<file path="config.mk">
export PLATFORM = sky130hd
export DESIGN_NAME = lcg_cycle_finder_flat
export DESIGN_NICKNAME = d
export VERILOG_FILES = /design/src/design/lcf_pkg.sv /design/src/design/lcf_if.sv /design/src/design/lcf_modstep.sv /design/src/design/lcg_cycle_finder.sv /design/src/flat_wrapper.sv
export SDC_FILE = /design/constraint.sdc
export NUM_CORES = 2
export LEC_CHECK = 0
export BUFFER_PORTS_ARGS = -buffer_cell sky130_fd_sc_hd__buf_2
export CAP_MARGIN = 20
export CORE_ASPECT_RATIO = 0.75
export CORE_MARGIN = 2
export CORE_UTILIZATION = 37
export CTS_BUF_LIST = sky130_fd_sc_hd__clkbuf_4 sky130_fd_sc_hd__clkbuf_8
export DETAILED_ROUTE_END_ITERATION = 6
export PLACE_DENSITY = 0.6
export SYNTH_ARGS = -nofsm -noshare
export SYNTH_HDL_FRONTEND = slang
export SYNTH_SLANG_ARGS = --single-unit
</file>
<file path="constraint.sdc">
create_clock -name clk -period 10.5 [get_ports clk]
set_input_delay 0 -clock clk [delete_from_list [all_inputs] [get_ports clk]]
set_output_delay 0 -clock clk [all_outputs]
set_load 0.05 [all_outputs]
</file>
<file path="src/design/lcf_pkg.sv">
`timescale 1ns / 1ps
// ----------------------------------------------------------------------------
// lcf_pkg
// shared constants and register indexes of the cycle finder
// ----------------------------------------------------------------------------
package lcf_pkg;
  localparam int WordBitsDefault = 32;
  localparam int FieldBits = 32;
  localparam int CfgIdxBits = 2;
  localparam logic [CfgIdxBits-1:0] RegMultiplier = 2'd0;
  localparam logic [CfgIdxBits-1:0] RegIncrement  = 2'd1;
  localparam logic [CfgIdxBits-1:0] RegModulus    = 2'd2;
endpackage

</file>
<file path="src/design/lcf_if.sv">
`timescale 1ns / 1ps
// ----------------------------------------------------------------------------
// lcf_seed_if / lcf_result_if
// valid/ready channels for seed words and result words
// ----------------------------------------------------------------------------
interface lcf_seed_if;
  logic valid;
  logic ready;
  logic [lcf_pkg::FieldBits-1:0] start_value;
  modport source (output valid, output start_value, input ready);
  modport sink (input valid, input start_value, output ready);
endinterface

interface lcf_result_if;
  logic valid;
  logic ready;
  logic [lcf_pkg::FieldBits-1:0] tail_length;
  logic [lcf_pkg::FieldBits-1:0] cycle_length;
  logic error;
  modport source (output valid, output tail_length, output cycle_length, output error,
                  input ready);
  modport sink (input valid, input tail_length, input cycle_length, input error,
                output ready);
endinterface

</file>
<file path="src/design/lcf_modstep.sv">
`timescale 1ns / 1ps
// ----------------------------------------------------------------------------
// lcf_modstep
// shared generator step (a*x + c) mod m, one restoring quotient bit a cycle
// ----------------------------------------------------------------------------
module lcf_modstep #(
  parameter int WORD_BITS = lcf_pkg::WordBitsDefault
) (
  input  logic                 clk,
  input  logic                 rst,
  input  logic                 start,
  input  logic [WORD_BITS-1:0] x,
  input  logic [WORD_BITS-1:0] a,
  input  logic [WORD_BITS-1:0] c,
  input  logic [WORD_BITS-1:0] m,
  output logic                 done,
  output logic [WORD_BITS-1:0] r
);
  localparam int DW = 2 * WORD_BITS + 1;
  localparam int CB = $clog2(DW + 2);
  localparam logic [CB-1:0] LastBit = CB'(DW - 1);

  localparam logic [1:0] S_IDLE = 2'd0;
  localparam logic [1:0] S_MUL  = 2'd1;
  localparam logic [1:0] S_DIV  = 2'd2;

  logic [1:0] state;
  logic [CB-1:0] cnt;
  logic [2*WORD_BITS-1:0] prod;
  logic [DW-1:0] dividend;
  logic [WORD_BITS:0] rem;
  logic [WORD_BITS+1:0] trial;

  // shift in next dividend bit, subtract when it fits
  always_comb begin
    trial = {rem, dividend[DW-1]} - {1'b0, 1'b0, m};
  end

  always_ff @(posedge clk) begin
    done <= 1'b0;
    if (rst) begin
      state <= S_IDLE;
    end else begin
      case (state)
        S_IDLE: begin
          if (start) begin
            prod <= a * x;
            state <= S_MUL;
          end
        end
        S_MUL: begin
          dividend <= {1'b0, prod} + {{(WORD_BITS + 1){1'b0}}, c};
          rem <= '0;
          cnt <= '0;
          state <= S_DIV;
        end
        S_DIV: begin
          if (!trial[WORD_BITS+1]) rem <= trial[WORD_BITS:0];
          else rem <= {rem[WORD_BITS-1:0], dividend[DW-1]};
          dividend <= {dividend[DW-2:0], 1'b0};
          cnt <= cnt + 1'b1;
          if (cnt == LastBit) begin
            done <= 1'b1;
            state <= S_IDLE;
          end
        end
        default: state <= S_IDLE;
      endcase
    end
  end

  assign r = rem[WORD_BITS-1:0];
endmodule

</file>
<file path="src/design/lcg_cycle_finder.sv">
`timescale 1ns / 1ps
// work: 3*k + 2*mu + lambda generator steps, k the first multiple of lambda not below
//   mu (at least one), run one at a time on the single shared modulo-step unit, plus
//   mu+1 entry compares; a zero modulus skips the steps and answers with the error flag
// throughput: one seed word at a time, taken only while the sequencer is idle
// reset: synchronous, active high; registers return to multiplier, increment
//   and modulus of one, the sequencer goes idle and no result word is pending
// ----------------------------------------------------------------------------
// lcg_cycle_finder
// tail and cycle length of a congruential sequence by tortoise and hare
// ----------------------------------------------------------------------------
module lcg_cycle_finder #(
  parameter int WORD_BITS = lcf_pkg::WordBitsDefault
) (
  input  logic                            clk,
  input  logic                            rst,
  input  logic                            cfg_we,
  input  logic [lcf_pkg::CfgIdxBits-1:0]  cfg_index,
  input  logic [lcf_pkg::FieldBits-1:0]   cfg_data,
  lcf_seed_if.sink                        seed,
  lcf_result_if.source                    result
);
  localparam int FB = lcf_pkg::FieldBits;

  // sequencer codes
  localparam logic [3:0] P_IDLE  = 4'd0;
  localparam logic [3:0] P_MEET_T = 4'd1; // tortoise one step
  localparam logic [3:0] P_MEET_H1 = 4'd2; // hare first step
  localparam logic [3:0] P_MEET_H2 = 4'd3; // hare second step, then compare
  localparam logic [3:0] P_ENTRY_CMP = 4'd4;
  localparam logic [3:0] P_ENTRY_T = 4'd5;
  localparam logic [3:0] P_ENTRY_H = 4'd6;
  localparam logic [3:0] P_LOOP = 4'd7;
  localparam logic [3:0] P_OUT = 4'd8;

  logic [WORD_BITS-1:0] multiplier, increment, modulus;
  logic [WORD_BITS-1:0] x0, tortoise, hare;
  logic [FB-1:0] mu, lam;
  logic [3:0] phase;
  logic busy; // step unit running
  logic step_start, step_done;
  logic [WORD_BITS-1:0] step_x, step_r;

  // configuration writes, low word bits only
  always_ff @(posedge clk) begin
    if (rst) begin
      multiplier <= WORD_BITS'(1);
      increment  <= WORD_BITS'(1);
      modulus    <= WORD_BITS'(1);
    end else if (cfg_we) begin
      case (cfg_index)
        lcf_pkg::RegMultiplier: multiplier <= cfg_data[WORD_BITS-1:0];
        lcf_pkg::RegIncrement:  increment  <= cfg_data[WORD_BITS-1:0];
        lcf_pkg::RegModulus:    modulus    <= cfg_data[WORD_BITS-1:0];
        default: ;
      endcase
    end
  end

  // operand of the shared step: tortoise in tortoise phases, hare otherwise
  assign step_x = (phase == P_MEET_T || phase == P_ENTRY_T) ? tortoise : hare;
  assign step_start = !busy && (phase == P_MEET_T || phase == P_MEET_H1 ||
                      phase == P_MEET_H2 || phase == P_ENTRY_T ||
                      phase == P_ENTRY_H || phase == P_LOOP);

  lcf_modstep #(.WORD_BITS(WORD_BITS)) u_step (
    .clk(clk), .rst(rst), .start(step_start), .x(step_x),
    .a(multiplier), .c(increment), .m(modulus), .done(step_done), .r(step_r)
  );

  assign seed.ready = (phase == P_IDLE);
  assign result.valid = (phase == P_OUT);

  always_ff @(posedge clk) begin
    if (rst) begin
      phase <= P_IDLE;
      busy <= 1'b0;
    end else begin
      if (step_start) busy <= 1'b1;
      if (step_done) busy <= 1'b0;
      case (phase)
        P_IDLE: begin
          if (seed.valid) begin
            x0 <= seed.start_value[WORD_BITS-1:0];
            tortoise <= seed.start_value[WORD_BITS-1:0];
            hare <= seed.start_value[WORD_BITS-1:0];
            mu <= '0;
            lam <= '0;
            if (modulus == '0) begin
              result.error <= 1'b1;
              phase <= P_OUT;
            end else begin
              result.error <= 1'b0;
              phase <= P_MEET_T;
            end
          end
        end
        P_MEET_T: if (step_done) begin
          tortoise <= step_r;
          phase <= P_MEET_H1;
        end
        P_MEET_H1: if (step_done) begin
          hare <= step_r;
          phase <= P_MEET_H2;
        end
        P_MEET_H2: if (step_done) begin
          hare <= step_r;
          if (step_r == tortoise) begin
            tortoise <= x0;
            phase <= P_ENTRY_CMP;
          end else phase <= P_MEET_T;
        end
        P_ENTRY_CMP: begin
          if (tortoise == hare) phase <= P_LOOP;
          else phase <= P_ENTRY_T;
        end
        P_ENTRY_T: if (step_done) begin
          tortoise <= step_r;
          phase <= P_ENTRY_H;
        end
        P_ENTRY_H: if (step_done) begin
          hare <= step_r;
          mu <= mu + 1'b1;
          phase <= P_ENTRY_CMP;
        end
        P_LOOP: if (step_done) begin
          hare <= step_r;
          lam <= lam + 1'b1;
          if (step_r == tortoise) phase <= P_OUT;
        end
        P_OUT: if (result.ready) phase <= P_IDLE;
        default: phase <= P_IDLE;
      endcase
    end
  end

  assign result.tail_length = mu;
  assign result.cycle_length = lam;
endmodule

</file>
<file path="src/flat_wrapper.sv">
// flat-port wrapper written by rule: the top's interface ports become plain ports
module lcg_cycle_finder_flat 
#(
  parameter int WORD_BITS = lcf_pkg::WordBitsDefault
)
  (clk, rst, cfg_we, cfg_index, cfg_data, seed_valid, seed_start_value, seed_ready, result_valid, result_tail_length, result_cycle_length, result_error, result_ready);
  lcf_seed_if seed_i ();
  lcf_result_if result_i ();
  input  logic clk;
  input  logic rst;
  input  logic cfg_we;
  input  logic [lcf_pkg::CfgIdxBits-1:0] cfg_index;
  input  logic [lcf_pkg::FieldBits-1:0] cfg_data;
  input wire logic [$bits(seed_i.valid)-1:0] seed_valid;
  input wire logic [$bits(seed_i.start_value)-1:0] seed_start_value;
  output wire logic [$bits(seed_i.ready)-1:0] seed_ready;
  output wire logic [$bits(result_i.valid)-1:0] result_valid;
  output wire logic [$bits(result_i.tail_length)-1:0] result_tail_length;
  output wire logic [$bits(result_i.cycle_length)-1:0] result_cycle_length;
  output wire logic [$bits(result_i.error)-1:0] result_error;
  input wire logic [$bits(result_i.ready)-1:0] result_ready;
  assign seed_i.valid = seed_valid;
  assign seed_i.start_value = seed_start_value;
  assign seed_ready = seed_i.ready;
  assign result_valid = result_i.valid;
  assign result_tail_length = result_i.tail_length;
  assign result_cycle_length = result_i.cycle_length;
  assign result_error = result_i.error;
  assign result_i.ready = result_ready;
  lcg_cycle_finder #(.WORD_BITS(WORD_BITS)) u_core (.clk(clk), .rst(rst), .cfg_we(cfg_we), .cfg_index(cfg_index), .cfg_data(cfg_data), .seed(seed_i), .result(result_i));
endmodule
</file>
==> results.py <==
metrics = {
    "floorplan": {
        "floorplan.rows": 123,
        "die_x_um": 454,
        "start_util_pct": 37.4,
        "design.die.area_um2": 155000,
        "placeableCoreArea_um2": 150000,
        "boundaryPins": 138,
        "dieHeight_um": 342,
    },
    "power": {
        "worst_ir_drop_vdd_v": 0.000198,
        "power.density_cell_area_nw_per_um2": 173,
        "power.total_mw": 10.7,
        "cellLeakagePower_nw": 27.3,
    },
    "sta": {
        "period_minus_slack_ps": 10120,
        "setup_viol": 0,
        "fmaxAchievable_ghz": 0.0988,
        "setup_repair_after_global_routing_missed_its_margin": "false",
        "clock-skew-final_ps": 48.2,
        "finalHoldViolCount": 0,
        "holdWs_ps": 90.3,
        "max_slew_margin_pct": 25.4,
        "total_negative_setup_slack_ps": 0,
        "finalMaxSlewViolations": 0,
        "layout_setup_ws_ps": 380,
        "tightestPinTransition_ps": 1120,
        "final.period_utilization_pct": 96.4,
    },
    "setup_path": {
        "crit_path_end_kind": "flip-flop",
        "critical-path-max-stage-delay_ps": 780,
        "worst_setup_path_class": "flip-flop to flip-flop",
        "critical_path_arrival_ps": 10640,
        "crit_path_top_delay_cell": "sky130_fd_sc_hd__nor3_1",
        "startpoint_type_of_the_worst_setup_path": "flip-flop",
        "worst_ep_required_time_ps": 11020,
        "critical_path.most_common_cell": "sky130_fd_sc_hd__fa_1",
        "critical_path.max_fanout": 37,
    },
    "yosys": {
        "yosys_most_used_dff": "sky130_fd_sc_hd__edfxtp_1",
        "share_of_cell_area_taken_by_muxes_after_synthesis_pct": 1.85,
        "netlist_top_cells_count": "sky130_fd_sc_hd__inv_1, sky130_fd_sc_hd__fa_1, sky130_fd_sc_hd__nand2_1",
        "yosys_register_bits": 434,
        "ys.warnings.count": 0,
        "netlist.area_leader.share_pct": 32.0,
        "synth_simple_gate_area_share_pct": 17.7,
        "synth.top_cells.by_area": "sky130_fd_sc_hd__fa_1, sky130_fd_sc_hd__edfxtp_1, sky130_fd_sc_hd__ha_1",
        "synth_xor_area_share_pct": 3.77,
        "synth_compound_gate_area_share_pct": 7.42,
        "synth_most_common_cell": "sky130_fd_sc_hd__inv_1",
        "ys_types": 85,
        "post_synth_fa_ha_maj_area_fraction_pct": 39.4,
        "yosysSeqAreaShare_pct": 21.3,
        "mappedNetlistArea_um2": 56200,
        "synthesis.area_per_instance_um2": 9.43,
        "largest_family_of_logic_cells_by_synthesized_area": "adder cells",
        "synthesis.instances": 5962,
        "synth-edff-count": 330,
        "synth.net_count": 7266,
        "synth_async_sr_flop_share_pct": 0,
        "synth.largest_area_cell": "sky130_fd_sc_hd__fa_1",
    },
    "clock_tree": {
        "clock-sinks": 434,
        "cts-buffers-inserted": 68,
        "cts_setup_buffers": 0,
        "clock_latency_ps": 720,
        "htree_num_levels": 3,
        "tritoncts": "done",
        "cts_root_buffer": "sky130_fd_sc_hd__clkbuf_8",
        "cts.reportedPaths.clkPinSlew_ps": 70,
        "max-clock-path-buffers": 3,
    },
    "place": {
        "dp_hpwl_um": 131000,
        "pre_cts_ws_ps": 595,
        "buffer_ports.inserted": 137,
        "finalWeightedCongestion": 0.963,
    },
    "layout": {
        "drive_gt1_share_pct": 7.57,
        "design.final.nets": 7322,
        "area_growth_from_synthesis_to_layout_pct": 9.26,
        "final_util_pct": 40.9,
    },
    "detailed_routing": {
        "detail_route.wirelength.met1_um": 79300,
        "sum_of_routed_wire_length_over_all_layers_um": 167000,
        "drt_drc_violations_left": 0,
        "detailroute.wirelength.met2_um": 71800,
        "top_signal_layer_used": "met5",
        "wl_met3_um": 11900,
        "first_iter_violations": 3600,
        "vias": 41900,
        "via_per_inst": 5.19,
        "first_pass_iters": 7,
        "ant_nets": 0,
        "route.detailed.wl_per_inst_um": 20.6,
    },
    "run": {
        "max_cap_violations": 0,
    },
    "grt": {
        "maximum_number_of_pins_on_one_net_before_global_route_repair": 98,
        "grt_pass1_wl_um": 261000,
        "grt_overflow_total": 0,
        "first_global_vias": 43400,
        "grt_util_all_layers_pct": 21.8,
        "grt_antenna_before_repair": 18,
    },
    "status": {
        "outcome": "finished, final reports clean",
    },
    "hold_path": {
        "hold_path.class": "primary input to flip-flop",
    },
}
==> worst paths after layout <==
| check | slack, ps | depth (start not counted) | endpoint | from |
|---|---|---|---|---|
| worst min-delay path | 90 | 3 | u_core.x0[22]$_DFFE_PP_ | seed_valid |
| worst max register to register | 380 | 28 | u_core.u_step.prod[62]$_DFFE_PP_ | u_core.phase[0]$_SDFFE_PP0P_ |
| worst max-delay path | 380 | 28 | u_core.u_step.prod[62]$_DFFE_PP_ | u_core.phase[0]$_SDFFE_PP0P_ |
| worst min register to register | 460 | 2 | u_core.increment[22]$_SDFFE_PP0P_ | u_core.increment[22]$_SDFFE_PP0P_ |
==> report_power, final <==
part	total, mW	internal, mW	switching (mW)
sequential	2.63	2.36	0.270
combinational	6.37	2.29	4.08
clock	1.66	0.908	0.752
==> metrics by stage <==
stage,cells,cell area (um2)
detailed placement,7868,59100
finish,8083,61400
floorplan,5962,56200
global placement,7866,59000
CTS,8071,61400
global route,8078,61400
==> cell families after synthesis <==
family	count (synthesis)
AOI/OAI and AO/OA	657
xor gates and xnor gates	242
adders and majority gates	1233
buffers and inverters	1266
DFF	434
muxes	96
and+or+nand+nor	2034
==> placed cells by master, fill, tap and decap left out, types with 75 or more instances in the layout <==
| cell type | instances |
|---|---|
| sky130_fd_sc_hd__buf_2 | 136 |
| sky130_fd_sc_hd__o21ai_0 | 109 |
| sky130_fd_sc_hd__dfxtp_1 | 100 |
| sky130_fd_sc_hd__a21o_1 | 75 |
| sky130_fd_sc_hd__xnor2_1 | 113 |
| sky130_fd_sc_hd__ha_1 | 334 |
| sky130_fd_sc_hd__clkbuf_8 | 80 |
| sky130_fd_sc_hd__nor2b_1 | 81 |
| sky130_fd_sc_hd__dlygate4sd3_1 | 78 |
| sky130_fd_sc_hd__and2_1 | 531 |
| sky130_fd_sc_hd__nand2_1 | 871 |
| sky130_fd_sc_hd__buf_4 | 90 |
| sky130_fd_sc_hd__nor2_1 | 208 |
| sky130_fd_sc_hd__nand3_1 | 83 |
| sky130_fd_sc_hd__inv_1 | 942 |
| sky130_fd_sc_hd__xor2_1 | 129 |
| sky130_fd_sc_hd__a21oi_1 | 217 |
| sky130_fd_sc_hd__fa_1 | 898 |
| sky130_fd_sc_hd__edfxtp_1 | 330 |
==> layer usage <==
| layer | GRT usage (%) | up-vias |
|---|---|---|
| met5 | 0 | - |
| met4 | 4.92 | 4 |
| met3 | 3.48 | 201 |
| met2 | 32.3 | 1383 |
| met1 | 33.2 | 21400 |
| li1 | - | 19000 |
==> repair_timing <==
item                                    in CTS  in global routing
gates resized for setup                      0                  2
hold buffers                                78                  0
hold endpoints to repair                   223                  0
endpoints found under the setup margin       0                  1
==> worst max-delay path: cells and delay by family (launching register included) <==
kind / cells / cell delay, ps
adder cells (fa/ha/maj): 9 / 4430
AND/OR/NAND/NOR: 6 / 1680
AO/OA/AOI/OAI: 6 / 1980
buffers and inverters: 6 / 540
multiplexers: 1 / 750
flip-flops: 1 / 500
==> registers in the layout, summed over array words and instances, names as in the netlist <==
name / cells
u_core.tortoise: 32
u_core.phase: 4
u_core.increment: 32
u_core.hare: 32
u_core.result.cycle_length: 32
u_core.busy: 1
u_core.u_step.state: 2
u_core.u_step.done: 1
u_core.multiplier: 32
u_core.u_step.dividend: 65
u_core.result.error: 1
u_core.u_step.prod: 64
u_core.x0: 32
u_core.modulus: 32
u_core.result.tail_length: 32
u_core.u_step.cnt: 7
u_core.u_step.rem: 33
==> layout make-up <==
class	count	area, um2
well taps	2000	2500
flip-flops and latches	434	12000
multi-input cells	4262	39600
inverters	943	3540
repair buffers	309	2250
clock buffers	103	1270
fillers	14800	88900
clock inverters	22	255
diodes	10	25.0
(Power assumes the default switching activity.)
